--- config.mk ---
export PLATFORM = sky130hd
export DESIGN_NAME = touch_point_filter_mapper
export DESIGN_NICKNAME = d
export VERILOG_FILES = /design/src/rtl/core/tpf_pkg.sv /design/src/rtl/core/tpf_median.sv /design/src/rtl/core/tpf_map.sv /design/src/rtl/core/tpf_lock.sv /design/src/rtl/core/touch_point_filter_mapper.sv
export SDC_FILE = /design/constraint.sdc
export NUM_CORES = 1
export LEC_CHECK = 0
export ABC_CLOCK_PERIOD_IN_PS = 19500
export BUFFER_PORTS_ARGS = -buffer_cell sky130_fd_sc_hd__buf_2
export CAP_MARGIN = 20
export CORE_ASPECT_RATIO = 0.75
export CORE_UTILIZATION = 55
export CTS_BUF_LIST = sky130_fd_sc_hd__clkbuf_8
export DETAILED_ROUTE_END_ITERATION = 10
export GPL_TIMING_DRIVEN = 1
export HOLD_SLACK_MARGIN = 0.06
export MAX_ROUTING_LAYER = met4
export PLACE_DENSITY = 0.72
export SYNTH_ARGS = -nofsm -noshare
export SYNTH_HDL_FRONTEND = slang
export SYNTH_SLANG_ARGS = --single-unit
--- constraint.sdc ---
create_clock -name clk -period 19.5 [get_ports clk]
set_input_delay 3.9 -clock clk [delete_from_list [all_inputs] [get_ports clk]]
set_output_delay 3.9 -clock clk [all_outputs]
set_load 0.005 [all_outputs]
--- src/rtl/core/tpf_pkg.sv ---
// tpf_pkg: shared types and constants of the touch point filter and mapper
// holds the request and result structs, configuration struct and register indexes
// no dependencies
`timescale 1ns / 1ps

package tpf_pkg;

  localparam int FINGER_W  = 8;
  localparam int COORD_W   = 12;
  localparam int LIMIT_W   = 13;
  localparam int WRAP_W    = 16;
  localparam int INDEX_W   = 3;
  localparam int CFG_W     = 13;

  localparam logic [COORD_W-1:0] SIZE_RESET  = 12'd240;
  localparam logic [LIMIT_W-1:0] LIMIT_RESET = 13'd240;

  // motion thresholds of the axis lock
  localparam logic [COORD_W:0] LOCK_MIN  = 13'd3;
  localparam logic [COORD_W:0] LOCK_BIAS = 13'd6;

  typedef enum logic [INDEX_W-1:0] {
    REG_DISPLAY_WIDTH  = 3'd0,
    REG_DISPLAY_HEIGHT = 3'd1,
    REG_ROTATION       = 3'd2,
    REG_SWAP_AXES      = 3'd3,
    REG_INVERT_H       = 3'd4,
    REG_INVERT_V       = 3'd5,
    REG_SANITY_LIMIT   = 3'd6
  } reg_index_t;

  typedef enum logic [1:0] {
    ROT_0   = 2'd0,
    ROT_90  = 2'd1,
    ROT_180 = 2'd2,
    ROT_270 = 2'd3
  } rotation_t;

  typedef struct packed {
    logic [FINGER_W-1:0] s0_fingers;
    logic [COORD_W-1:0]  s0_x;
    logic [COORD_W-1:0]  s0_y;
    logic [FINGER_W-1:0] s1_fingers;
    logic [COORD_W-1:0]  s1_x;
    logic [COORD_W-1:0]  s1_y;
    logic [FINGER_W-1:0] s2_fingers;
    logic [COORD_W-1:0]  s2_x;
    logic [COORD_W-1:0]  s2_y;
  } sample_t;

  typedef struct packed {
    logic               touched;
    logic [COORD_W-1:0] point_x;
    logic [COORD_W-1:0] point_y;
  } point_t;

  typedef struct packed {
    logic [COORD_W-1:0] display_width;
    logic [COORD_W-1:0] display_height;
    rotation_t          rotation;
    logic               swap_axes;
    logic               invert_horizontal;
    logic               invert_vertical;
    logic [LIMIT_W-1:0] sanity_limit;
  } cfg_t;

endpackage

--- src/rtl/core/tpf_median.sv ---
// tpf_median: reading validation and per-axis median of up to three readings
// depends on tpf_pkg
`timescale 1ns / 1ps

module tpf_median
  import tpf_pkg::*;
(
  input  sample_t            sample,
  input  logic [LIMIT_W-1:0] sanity_limit,
  output point_t             filtered
);

  logic [2:0] ok;

  function automatic logic [COORD_W-1:0] max2(logic [COORD_W-1:0] a, logic [COORD_W-1:0] b);
    return (a < b) ? b : a;
  endfunction

  function automatic logic [COORD_W-1:0] min2(logic [COORD_W-1:0] a, logic [COORD_W-1:0] b);
    return (a < b) ? a : b;
  endfunction

  // element n/2 of the sorted valid values: the one, the larger of two, or the median
  function automatic logic [COORD_W-1:0] pick(logic [2:0] v, logic [COORD_W-1:0] a,
                                              logic [COORD_W-1:0] b, logic [COORD_W-1:0] c);
    logic [COORD_W-1:0] res;
    case (v)
      3'b111:  res = max2(min2(a, b), min2(max2(a, b), c));
      3'b011:  res = max2(a, b);
      3'b101:  res = max2(a, c);
      3'b110:  res = max2(b, c);
      3'b001:  res = a;
      3'b010:  res = b;
      3'b100:  res = c;
      default: res = '0;
    endcase
    return res;
  endfunction

  function automatic logic good(logic [FINGER_W-1:0] f, logic [COORD_W-1:0] x,
                                logic [COORD_W-1:0] y, logic [LIMIT_W-1:0] lim);
    return (f != '0) && ({1'b0, x} < lim) && ({1'b0, y} < lim);
  endfunction

  always_comb begin
    ok[0] = good(sample.s0_fingers, sample.s0_x, sample.s0_y, sanity_limit);
    ok[1] = good(sample.s1_fingers, sample.s1_x, sample.s1_y, sanity_limit);
    ok[2] = good(sample.s2_fingers, sample.s2_x, sample.s2_y, sanity_limit);
    filtered.touched = |ok;
    filtered.point_x = pick(ok, sample.s0_x, sample.s1_x, sample.s2_x);
    filtered.point_y = pick(ok, sample.s0_y, sample.s1_y, sample.s2_y);
  end

endmodule

--- src/rtl/core/tpf_map.sv ---
// tpf_map: rotation, axis swap, inversion and clamp to the display
// depends on tpf_pkg
`timescale 1ns / 1ps

module tpf_map
  import tpf_pkg::*;
(
  input  point_t raw,
  input  cfg_t   cfg,
  output point_t mapped
);

  logic [WRAP_W-1:0] w16, h16, wm1, hm1, x16, y16;
  logic [WRAP_W-1:0] rx, ry, sx, sy, ix, iy;

  always_comb begin
    w16 = {{(WRAP_W-COORD_W){1'b0}}, cfg.display_width};
    h16 = {{(WRAP_W-COORD_W){1'b0}}, cfg.display_height};
    wm1 = w16 - WRAP_W'(1);
    hm1 = h16 - WRAP_W'(1);
    x16 = {{(WRAP_W-COORD_W){1'b0}}, raw.point_x};
    y16 = {{(WRAP_W-COORD_W){1'b0}}, raw.point_y};

    // differences wrap at 16 bits, the clamp catches the wrapped values
    case (cfg.rotation)
      ROT_90:  begin rx = hm1 - y16; ry = x16;       end
      ROT_180: begin rx = wm1 - x16; ry = hm1 - y16; end
      ROT_270: begin rx = y16;       ry = wm1 - x16; end
      default: begin rx = x16;       ry = y16;       end
    endcase

    sx = cfg.swap_axes ? ry : rx;
    sy = cfg.swap_axes ? rx : ry;
    ix = cfg.invert_horizontal ? wm1 - sx : sx;
    iy = cfg.invert_vertical   ? hm1 - sy : sy;

    mapped.touched = raw.touched;
    if (cfg.display_width == '0) begin
      mapped.point_x = '0;
    end else if (ix >= w16) begin
      mapped.point_x = wm1[COORD_W-1:0];
    end else begin
      mapped.point_x = ix[COORD_W-1:0];
    end
    if (cfg.display_height == '0) begin
      mapped.point_y = '0;
    end else if (iy >= h16) begin
      mapped.point_y = hm1[COORD_W-1:0];
    end else begin
      mapped.point_y = iy[COORD_W-1:0];
    end
  end

endmodule

--- src/rtl/core/tpf_lock.sv ---
// tpf_lock: axis lock against the previous point, zero result when untouched
// depends on tpf_pkg
`timescale 1ns / 1ps

module tpf_lock
  import tpf_pkg::*;
(
  input  point_t             mapped,
  input  logic [COORD_W-1:0] prev_x,
  input  logic [COORD_W-1:0] prev_y,
  output point_t             locked
);

  logic signed [COORD_W:0] dx, dy;
  logic [COORD_W:0]        adx, ady;
  logic                    moving;

  always_comb begin
    dx = $signed({1'b0, mapped.point_x}) - $signed({1'b0, prev_x});
    dy = $signed({1'b0, mapped.point_y}) - $signed({1'b0, prev_y});
    adx = dx[COORD_W] ? $unsigned(-dx) : $unsigned(dx);
    ady = dy[COORD_W] ? $unsigned(-dy) : $unsigned(dy);
    moving = (adx > LOCK_MIN) || (ady > LOCK_MIN);

    locked = mapped;
    if (!mapped.touched) begin
      locked.point_x = '0;
      locked.point_y = '0;
    end else if (moving && (ady > adx + LOCK_BIAS)) begin
      locked.point_x = prev_x;
    end else if (moving && (adx > ady + LOCK_BIAS)) begin
      locked.point_y = prev_y;
    end
  end

endmodule

--- src/rtl/core/touch_point_filter_mapper.sv ---
// touch_point_filter_mapper: top level, request and result registers, config, point state
// depends on tpf_pkg, tpf_median, tpf_map, tpf_lock
//
//   port group   | handshake                   | payload
//   -------------+-----------------------------+---------------------------
//   sample       | sample_valid / sample_stall | sample_data (sample_t)
//   point        | point_valid / point_stall   | point_data (point_t)
//   cfg          | cfg_valid / cfg_ready       | cfg_index, cfg_data
//
// one request per cycle while the result side does not stall; a request waits in the request register,
// the filter, map and lock logic sit between it and the result register
// point_valid rises when the request moves on from the request register into the result register
// rst clears valids, config to its defaults and the previous point to zero
// a stalled result holds the request register, which then stalls the sample side
`timescale 1ns / 1ps

module touch_point_filter_mapper
  import tpf_pkg::*;
(
  input  logic                clk,
  input  logic                rst,
  input  logic                sample_valid,
  output logic                sample_stall,
  input  sample_t             sample_data,
  output logic                point_valid,
  input  logic                point_stall,
  output point_t              point_data,
  input  logic                cfg_valid,
  output logic                cfg_ready,
  input  logic [INDEX_W-1:0]  cfg_index,
  input  logic [CFG_W-1:0]    cfg_data
);

  cfg_t               cfg;
  sample_t            hold;
  logic               hold_valid;
  logic               advance;
  logic [COORD_W-1:0] prev_x, prev_y;
  point_t             filtered, mapped, result;

  assign cfg_ready    = 1'b1;
  assign advance      = hold_valid && (!point_valid || !point_stall);
  assign sample_stall = hold_valid && !advance;

  always_ff @(posedge clk) begin
    if (rst) begin
      cfg.display_width     <= SIZE_RESET;
      cfg.display_height    <= SIZE_RESET;
      cfg.rotation          <= ROT_0;
      cfg.swap_axes         <= 1'b0;
      cfg.invert_horizontal <= 1'b0;
      cfg.invert_vertical   <= 1'b0;
      cfg.sanity_limit      <= LIMIT_RESET;
    end else if (cfg_valid && cfg_ready) begin
      case (reg_index_t'(cfg_index))
        REG_DISPLAY_WIDTH:  cfg.display_width     <= cfg_data[COORD_W-1:0];
        REG_DISPLAY_HEIGHT: cfg.display_height    <= cfg_data[COORD_W-1:0];
        REG_ROTATION:       cfg.rotation          <= rotation_t'(cfg_data[1:0]);
        REG_SWAP_AXES:      cfg.swap_axes         <= cfg_data[0];
        REG_INVERT_H:       cfg.invert_horizontal <= cfg_data[0];
        REG_INVERT_V:       cfg.invert_vertical   <= cfg_data[0];
        REG_SANITY_LIMIT:   cfg.sanity_limit      <= cfg_data[LIMIT_W-1:0];
        default:            ;
      endcase
    end
  end

  // request register
  always_ff @(posedge clk) begin
    if (rst) begin
      hold_valid <= 1'b0;
    end else if (sample_valid && !sample_stall) begin
      hold_valid <= 1'b1;
    end else if (advance) begin
      hold_valid <= 1'b0;
    end
  end

  always_ff @(posedge clk) begin
    if (sample_valid && !sample_stall) begin
      hold <= sample_data;
    end
  end

  tpf_median u_median (
    .sample       (hold),
    .sanity_limit (cfg.sanity_limit),
    .filtered     (filtered)
  );

  tpf_map u_map (
    .raw    (filtered),
    .cfg    (cfg),
    .mapped (mapped)
  );

  tpf_lock u_lock (
    .mapped (mapped),
    .prev_x (prev_x),
    .prev_y (prev_y),
    .locked (result)
  );

  // result register and point state move together, the point state only on touched results
  always_ff @(posedge clk) begin
    if (rst) begin
      point_valid <= 1'b0;
      prev_x      <= '0;
      prev_y      <= '0;
    end else if (advance) begin
      point_valid <= 1'b1;
      if (result.touched) begin
        prev_x <= result.point_x;
        prev_y <= result.point_y;
      end
    end else if (!point_stall) begin
      point_valid <= 1'b0;
    end
  end

  always_ff @(posedge clk) begin
    if (advance) begin
      point_data <= result;
    end
  end

  assert property (@(posedge clk) disable iff (rst)
    (point_valid && !point_data.touched) |->
      (point_data.point_x == '0 && point_data.point_y == '0))
    else $error("untouched result carries a nonzero point");

  assert property (@(posedge clk) disable iff (rst)
    (advance && !result.touched) |=> ($stable(prev_x) && $stable(prev_y)))
    else $error("point state changed on an untouched request");

  assert property (@(posedge clk) disable iff (rst)
    (advance && result.touched) |=>
      (prev_x == point_data.point_x && prev_y == point_data.point_y))
    else $error("point state differs from the last touched result");

  assert property (@(posedge clk) disable iff (rst)
    (hold_valid && !advance) |=> (hold_valid && $stable(hold)))
    else $error("held request lost while the result side stalled");

endmodule

Word level (Yosys, flattened, before mapping)
Index checks and enable logic that the tools add are counted.
{"block": "word_totals", "regBits": 189, "wordCells": 141}
{"block": "classes", "addsub": 12, "n_lt_le_gt_ge": 22, "n_eq_ne": 17, "muxes": 34, "n_reduce_logical": 33}
{"op": "$mux W12", "count": 19}
{"op": "$pmux W12 S7", "count": 2}
{"op": "$lt A12 B12 Y1", "count": 10}
{"op": "$pmux W16 S3", "count": 2}
{"op": "$lt A12 B13 Y1", "count": 6}
{"op": "$mux W16", "count": 4}
{"op": "$ge A16 B12 Y1", "count": 2}
{"op": "$sub A16 B12 Y16", "count": 2}
{"op": "$sub A16 B16 Y16", "count": 2}
{"op": "$add A13 B3 Y13 const B", "count": 2}
{"op": "$gt A13 B13 Y1", "count": 2}
{"op": "$gt A13 B2 Y1 const B", "count": 2}
{"op": "$mux W13", "count": 2}
{"op": "$neg A13 Y13", "count": 2}
{"op": "$sub A12 B1 Y13 const B", "count": 2}
{"op": "$sub A12 B12 Y13", "count": 2}
{"op": "$logic_not A12 Y1", "count": 2}
{"op": "$mux W24", "count": 1}
{"op": "$reduce_bool A8 Y1", "count": 3}
{"op": "$eq A3 B3 Y1 const B", "count": 7}
{"op": "$reduce_and A2 Y1", "count": 8}
{"op": "$eq A3 B2 Y1 const B", "count": 4}
{"op": "$logic_and A1 B1 Y1", "count": 11}
{"op": "$eq A3 B1 Y1 const B", "count": 2}
{"op": "9 further kinds", "count": 17}

Longest topological paths before layout
{"block": "depth", "ltp_word": 24, "ltp_mapped": 95}

Cells and area by module
Synthesis repeated with hierarchy kept, for this count alone.
{"block": "hier_totals", "hier_cells": 2655, "hier_area_um2": 22238.8}
{"mod": "touch_point_filter_mapper", "instances": 1, "cells_each": 411, "area_per_inst_um2": 6324.8}
{"mod": "tpf_median", "instances": 1, "cells_each": 810, "area_per_inst_um2": 6143.4}
{"mod": "tpf_map", "instances": 1, "cells_each": 851, "area_per_inst_um2": 5816.8}
{"mod": "tpf_lock", "instances": 1, "cells_each": 583, "area_per_inst_um2": 3953.8}

Worst setup path after synthesis
No wires, ideal clock.
{"block": "synth_timing", "kind": "reg-to-reg", "startpoint": "reg hold[79] in the netlist's numbering", "endpoint": "reg point_data[6] in the netlist's numbering (data pin)", "t_arrival_ns": 17.421, "slack_ns": 1.947, "stages_incl_launch_ff": 88, "synth_period_minus_slack_ns": 17.553, "path_cell_list": "edfxtp_1 ha_1 nor2_1 or3_1 o221ai_1 a21o_1 buf_2 clkbuf_1 clkbuf_1 clkbuf_1 o21ai_0 ha_1 and3_1 a221oi_1 o211ai_1 nand3_1 mux2_2 a21oi_1 [52 not listed] buf_1 nor2_1 xnor2_1 inv_1 ha_1 nor3_1 and3_1 nand3_1 xor2_1 ha_1 nand3_1 nor2_1 nand4_1 a2bb2oi_1 o31a_1 a211o_1 nor2_1 a22o_1"}
{"item": "start, declared", "line_no": "touch_point_filter_mapper.sv:35", "text": "sample_t hold;"}
{"item": "start signal, assigned", "line_no": "touch_point_filter_mapper.sv:81", "text": "hold <= sample_data;"}
{"item": "end signal, assigned", "line_no": "touch_point_filter_mapper.sv:123", "text": "point_data <= result;"}
{"item": "end, declared", "line_no": "touch_point_filter_mapper.sv:27", "text": "output point_t point_data,"}

Worst setup path in the final report
{"block": "layout_timing", "startpoint": "reg hold[41] in the netlist's numbering", "endpoint": "reg prev_y[0]"}
{"block": "layout_between", "elab_chain_cells": 24}
{"item": "$lt A12 B12 Y1", "line_no": "tpf_median.sv:16, tpf_median.sv:20"}
{"item": "$mux W12", "line_no": "tpf_median.sv:16", "text": "return (a < b) ? b : a;"}
{"item": "$lt A12 B12 Y1", "line_no": "tpf_median.sv:20", "text": "return (a < b) ? a : b;"}
{"item": "$mux W12", "line_no": "tpf_median.sv:20"}
{"item": "$lt A12 B12 Y1", "line_no": "tpf_median.sv:16"}
{"item": "$mux W12", "line_no": "tpf_median.sv:16"}
{"item": "$pmux W12 S7", "line_no": "tpf_median.sv:27", "text": "case (v)"}
{"item": "$sub A16 B12 Y16", "line_no": "tpf_map.sv:26, tpf_map.sv:27"}
{"item": "[8 not listed]"}
{"item": "$neg A13 Y13 (on tied branches)", "line_no": "tpf_lock.sv:22, tpf_lock.sv:21"}
{"item": "$mux W13 (on tied branches)", "line_no": "tpf_lock.sv:22, tpf_lock.sv:21"}
{"item": "$add A13 B3 Y13 or $gt A13 B2 Y1 (tied branches)", "line_no": "tpf_lock.sv:31, tpf_lock.sv:23"}
{"item": "$gt A13 B13 Y1 or $logic_or A1 B1 Y1 (tied branches)", "line_no": "tpf_lock.sv:31, tpf_lock.sv:23"}
{"item": "$logic_and A1 B1 Y1", "line_no": "tpf_lock.sv:31", "text": "end else if (moving && (adx > ady + LOCK_BIAS)) begin"}
{"item": "$mux W12", "line_no": "tpf_lock.sv:31"}
{"item": "$mux W12", "line_no": "tpf_lock.sv:29", "text": "end else if (moving && (ady > adx + LOCK_BIAS)) begin"}
{"item": "$mux W24", "line_no": "tpf_lock.sv:26", "text": "if (!mapped.touched) begin"}
{"item": "end signal, assigned", "line_no": "touch_point_filter_mapper.sv:114", "text": "prev_y <= result.point_y;"}
{"item": "end, declared", "line_no": "touch_point_filter_mapper.sv:38", "text": "logic [COORD_W-1:0] prev_x, prev_y;"}
Parallel ways exist; a longest one is shown, timed or not.
A chain may end at the register's enable or synchronous reset.

==> load_flow_metrics.sql <==
INSERT INTO impl_metrics (metric_group, metric, value, unit) VALUES
('run_status', 'run_status', 'finished with violations', ''),
('synth', 'yosysSeqAreaShare', '22.2', '%'),
('global_route', 'grt_util_all_layers', '43.3', '%'),
('place', 'detailedPlace.worstSlack', '0.228', 'ns'),
('clock_network', 'clkLatencyLatePin', '0.58', 'ns'),
('floorplanning', 'start_util', '56.3', '%'),
('floorplanning', 'die_height', '177', 'um'),
('place', 'globalplace.congestion', '1.12', ''),
('sta', 'timing.final.crit_share', '95.5', '%'),
('final_layout', 'fillers', '3330', ''),
('drt', 'drtPass1Iterations', '10', ''),
('clock_network', 'tritoncts_buffer_count', '17', ''),
('clock_network', 'tritoncts', 'built', ''),
('job', 'max_cap_viol_count', '0', ''),
('sta', 'whs', '0.464', 'ns'),
('drt', 'wl', '89800', 'um'),
('worst_setup_path', 'critPathMaxFanout', '15', ''),
('drt', 'vias', '25347', ''),
('worst_setup_path', 'worst_path_most_repeated_cell', 'sky130_fd_sc_hd__buf_4', ''),
('sta', 'finalWorstSetupSlack', '0.877', 'ns'),
('global_route', 'grt_pass1_vias', '23111', ''),
('synth', 'synthCells', '2800', ''),
('clock_network', 'clk_transition_reported_paths', '0.13', 'ns'),
('final_layout', 'layout-drive-gt1-share', '20.4', '%'),
('sta', 'max_freq', '53.7', 'MHz'),
('sta', 'finalWorstPathRequiredPeriod', '18.62', 'ns'),
('floorplanning', 'rows', '63', ''),
('floorplanning', 'design.core.area', '0.0399', 'mm^2'),
('floorplanning', 'io_pins', '145', ''),
('drt', 'drc', '1', ''),
('place', 'placed_cell_area', '0.0265', 'mm^2'),
('global_route', 'grt_start_max_net_pins', '70', ''),
('place', 'detailed_place_hpwl', '72600', 'um'),
('clock_network', 'cts.root.buffer_cell', 'sky130_fd_sc_hd__clkbuf_8', ''),
('clock_network', 'clock-sinks', '189', ''),
('drt', 'final_antenna_net_count', '0', ''),
('clock_network', 'max_h_tree_level', '4', ''),
('sta', 'final.setup_skew', '0.0226', 'ns'),
('clock_network', 'cts_hold_repair.buffers', '0', ''),
('run_status', 'failed_checks', 'DRC', ''),
('worst_setup_path', 'category_of_the_worst_setup_path_capture_point', 'flop', ''),
('min_path', 'worst_hold_path_type', 'reg -> reg', ''),
('synth', 'asyncSetResetFlopFracSynth', '0', '%'),
('sta', 'maxSlewHeadroom', '21.0', '%'),
('synth', 'synth_edf_count', '121', ''),
('final_layout', 'nNetsFinal', '3702', ''),
('worst_setup_path', 'arrival_worst_endpoint', '19.14', 'ns'),
('synth', 'syn_avg_cell_area', '8.02', 'um^2'),
('worst_setup_path', 'crit_type', 'reg -> reg', ''),
('sta', 'worst_pin_slew', '1.17', 'ns'),
('worst_setup_path', 'worst_setup_start_kind', 'flop', ''),
('global_route', 'wire_length_of_the_first_global_routing_pass', '135000', 'um'),
('synth', 'synth_area', '0.0225', 'mm^2'),
('sta', 'finalSetupViolCount', '0', ''),
('drt', 'wl_per_cell', '23.6', 'um'),
('floorplanning', 'die_area', '0.0417', 'mm^2'),
('synth', 'postSynthRegisterBits', '189', ''),
('drt', 'drt_first_iter_violations', '3461', ''),
('floorplanning', 'floorplan_die_width', '235', 'um'),
('worst_setup_path', 'cpPeakStageDelay', '0.61', 'ns'),
('worst_setup_path', 'cp.required', '20.02', 'ns'),
('power_and_ir_drop', 'power-per-cell-area', '221', 'mW/mm^2'),
('power_and_ir_drop', 'cellLeakagePower', '11.9', 'nW'),
('sta', 'finalHoldViolations', '0', ''),
('sta', 'timing.final.max_slew_violations', '0', ''),
('worst_setup_path', 'critical-path-slowest-cell', 'sky130_fd_sc_hd__edfxtp_1', ''),
('power_and_ir_drop', 'ir_drop', '0.262', 'mV'),
('place', 'io_buffers', '143', ''),
('global_route', 'grt-ovfl-total', '0', ''),
('synth', 'number_of_nets_produced_by_synthesis', '3233', ''),
('global_route', 'number_of_antenna_violations_at_the_first_check_in_global_routing', '4', ''),
('synth', 'yosys_most_used_dff', 'sky130_fd_sc_hd__edfxtp_1', ''),
('drt', 'detail_route.vias_per_cell', '6.66', ''),
('final_layout', 'area_delta_synth_final', '20.6', '%'),
('synth', 'synthesis.yosys.warnings', '0', ''),
('synth', 'synth_cell_type_count', '106', ''),
('final_layout', 'fin_area', '0.0271', 'mm^2'),
('clock_network', 'clk_path_buf_depth', '2', '');
path summary, 6_finish.rpt:
kind / end / cells after the start / slack (ns) / from
max: prev_y[0] / 84 / 0.88 / hold[41]
min: cfg[1] / 2 / 0.46 / cfg[1]
max reg2reg: prev_y[0] / 84 / 0.88 / hold[41]
min reg2reg: cfg[1] / 2 / 0.46 / cfg[1]
stage by stage:
| stage | setup TNS [ns] | cells | power, W | util [%] |
|---|---|---|---|---|
| after detailed placement | 0 | 3767 | 0.00545 | 66.4 |
| final | 0 | 3805 | 0.00599 | 67.9 |
| after floorplan | 0 | 2800 | 0.00338 | - |
| after global placement | 0 | 3766 | 0.00532 | 66.3 |
| after CTS | 0 | 3799 | 0.00579 | 67.5 |
| after global routing | -0.271 | 3805 | 0.00642 | 67.9 |
registers in the layout (all words and copies together), names as in the netlist:
signal	flops
cfg	42
hold	96
hold_valid	1
point_data	25
point_valid	1
prev_x	12
prev_y	12
area by class of cell:
| class | instances | area (um^2) | share of cell area, % |
|---|---|---|---|
| Multi-Input combinational cell | 2319 | 16500 | 60.8 |
| Sequential cell | 189 | 4990 | 18.4 |
| Timing Repair Buffer | 546 | 3770 | 13.9 |
| Inverter | 196 | 736 | 2.72 |
| Tap cell | 520 | 651 | 2.40 |
| Clock buffer | 17 | 234 | 0.864 |
| Clock inverter | 15 | 213 | 0.785 |
| Antenna cell | 3 | 7.51 | 0.0277 |
cell usage in the layout (no fill, tap or decap), drive strengths merged, types with 35 or more instances in the layout:
master / netlist / routed
nor2b: 35 / 35
ha: 310 / 310
nor2: 189 / 189
o21ai: 204 / 204
mux2i: 50 / 50
xor2: 36 / 36
inv: 194 / 199
nand3: 81 / 81
nand2: 294 / 294
buf: 31 / 546
o211ai: 40 / 40
xnor2: 72 / 72
a211oi: 51 / 51
nor3: 65 / 65
edfxtp: 121 / 121
a21o: 70 / 71
dfxtp: 68 / 68
a21oi: 227 / 227
per-layer routing:
| metal | global-route usage (%) | wire (um) | vias to the layer above | part of all wire [%] |
|---|---|---|---|---|
| met5 | - | 0 | - | 0 |
| met4 | 12.7 | 2730 | 0 | 3.0 |
| met3 | 13.6 | 13700 | 233 | 15 |
| met2 | 57.4 | 34500 | 1762 | 38 |
| met1 | 61.7 | 38900 | 11841 | 43 |
| li1 | - | - | 11511 | - |
logic make-up after synthesis:
family	Yosys count	share of synthesized area, %
buffers and inverters	293	5.06
flip-flops	189	22.2
XOR/XNOR	108	4.21
AO/OA/AOI/OAI	924	27.9
adder cells (fa/ha/maj)	316	17.8
other	1	0.0167
AND/OR/NAND/NOR	905	19.8
multiplexers	64	3.05
cell usage after synthesis, types with 30 or more instances:
cell	instances	area share, %
sky130_fd_sc_hd__nand3_1	81	1.8
sky130_fd_sc_hd__inv_1	193	3.2
sky130_fd_sc_hd__nor3_1	62	1.4
sky130_fd_sc_hd__a211oi_1	49	1.6
sky130_fd_sc_hd__ha_1	310	17
sky130_fd_sc_hd__a31oi_1	31	0.86
sky130_fd_sc_hd__nand2_1	293	4.9
sky130_fd_sc_hd__edfxtp_1	121	16
sky130_fd_sc_hd__o21a_1	32	1.1
sky130_fd_sc_hd__nand4_1	31	0.86
sky130_fd_sc_hd__o211ai_1	39	1.3
sky130_fd_sc_hd__a21oi_1	227	5.1
sky130_fd_sc_hd__mux2i_1	50	2.2
sky130_fd_sc_hd__nor2b_1	35	0.97
sky130_fd_sc_hd__o21ai_0	200	4.5
sky130_fd_sc_hd__nand2b_1	32	0.89
sky130_fd_sc_hd__and3_1	30	0.84
sky130_fd_sc_hd__a21o_1	70	2.3
sky130_fd_sc_hd__xor2_1	36	1.4
sky130_fd_sc_hd__dfxtp_1	68	6.1
sky130_fd_sc_hd__nor2_1	187	3.1
sky130_fd_sc_hd__xnor2_1	72	2.8
sky130_fd_sc_hd__clkbuf_1	65	1.1
critical path: cells and delay by family, from the launching register on:
| family | cells | cell delay (ns) |
|---|---|---|
| AO/OA/AOI/OAI | 28 | 6.45 |
| XOR/XNOR | 3 | 0.64 |
| adder cells (fa/ha/maj) | 9 | 2.75 |
| buffers and inverters | 15 | 2.35 |
| flip-flops | 1 | 0.61 |
| multiplexers | 5 | 1.32 |
| AND/OR/NAND/NOR | 24 | 4.39 |
report_power, final:
| group | switching [W] | internal, W | leakage [nW] |
|---|---|---|---|
| Combinational | 0.00276 | 0.00236 | 9.99 |
| Clock | 0.000194 | 0.000112 | 0.217 |
| Sequential | 0.0000454 | 0.000514 | 1.73 |
| Total | 0.00300 | 0.00298 | 11.9 |
what timing repair did:
action	CTS	global route
setup buffers	0	2
setup endpoints to repair	0	48
resized for setup	0	27
Note: power is estimated with default switching activity, not from simulation.
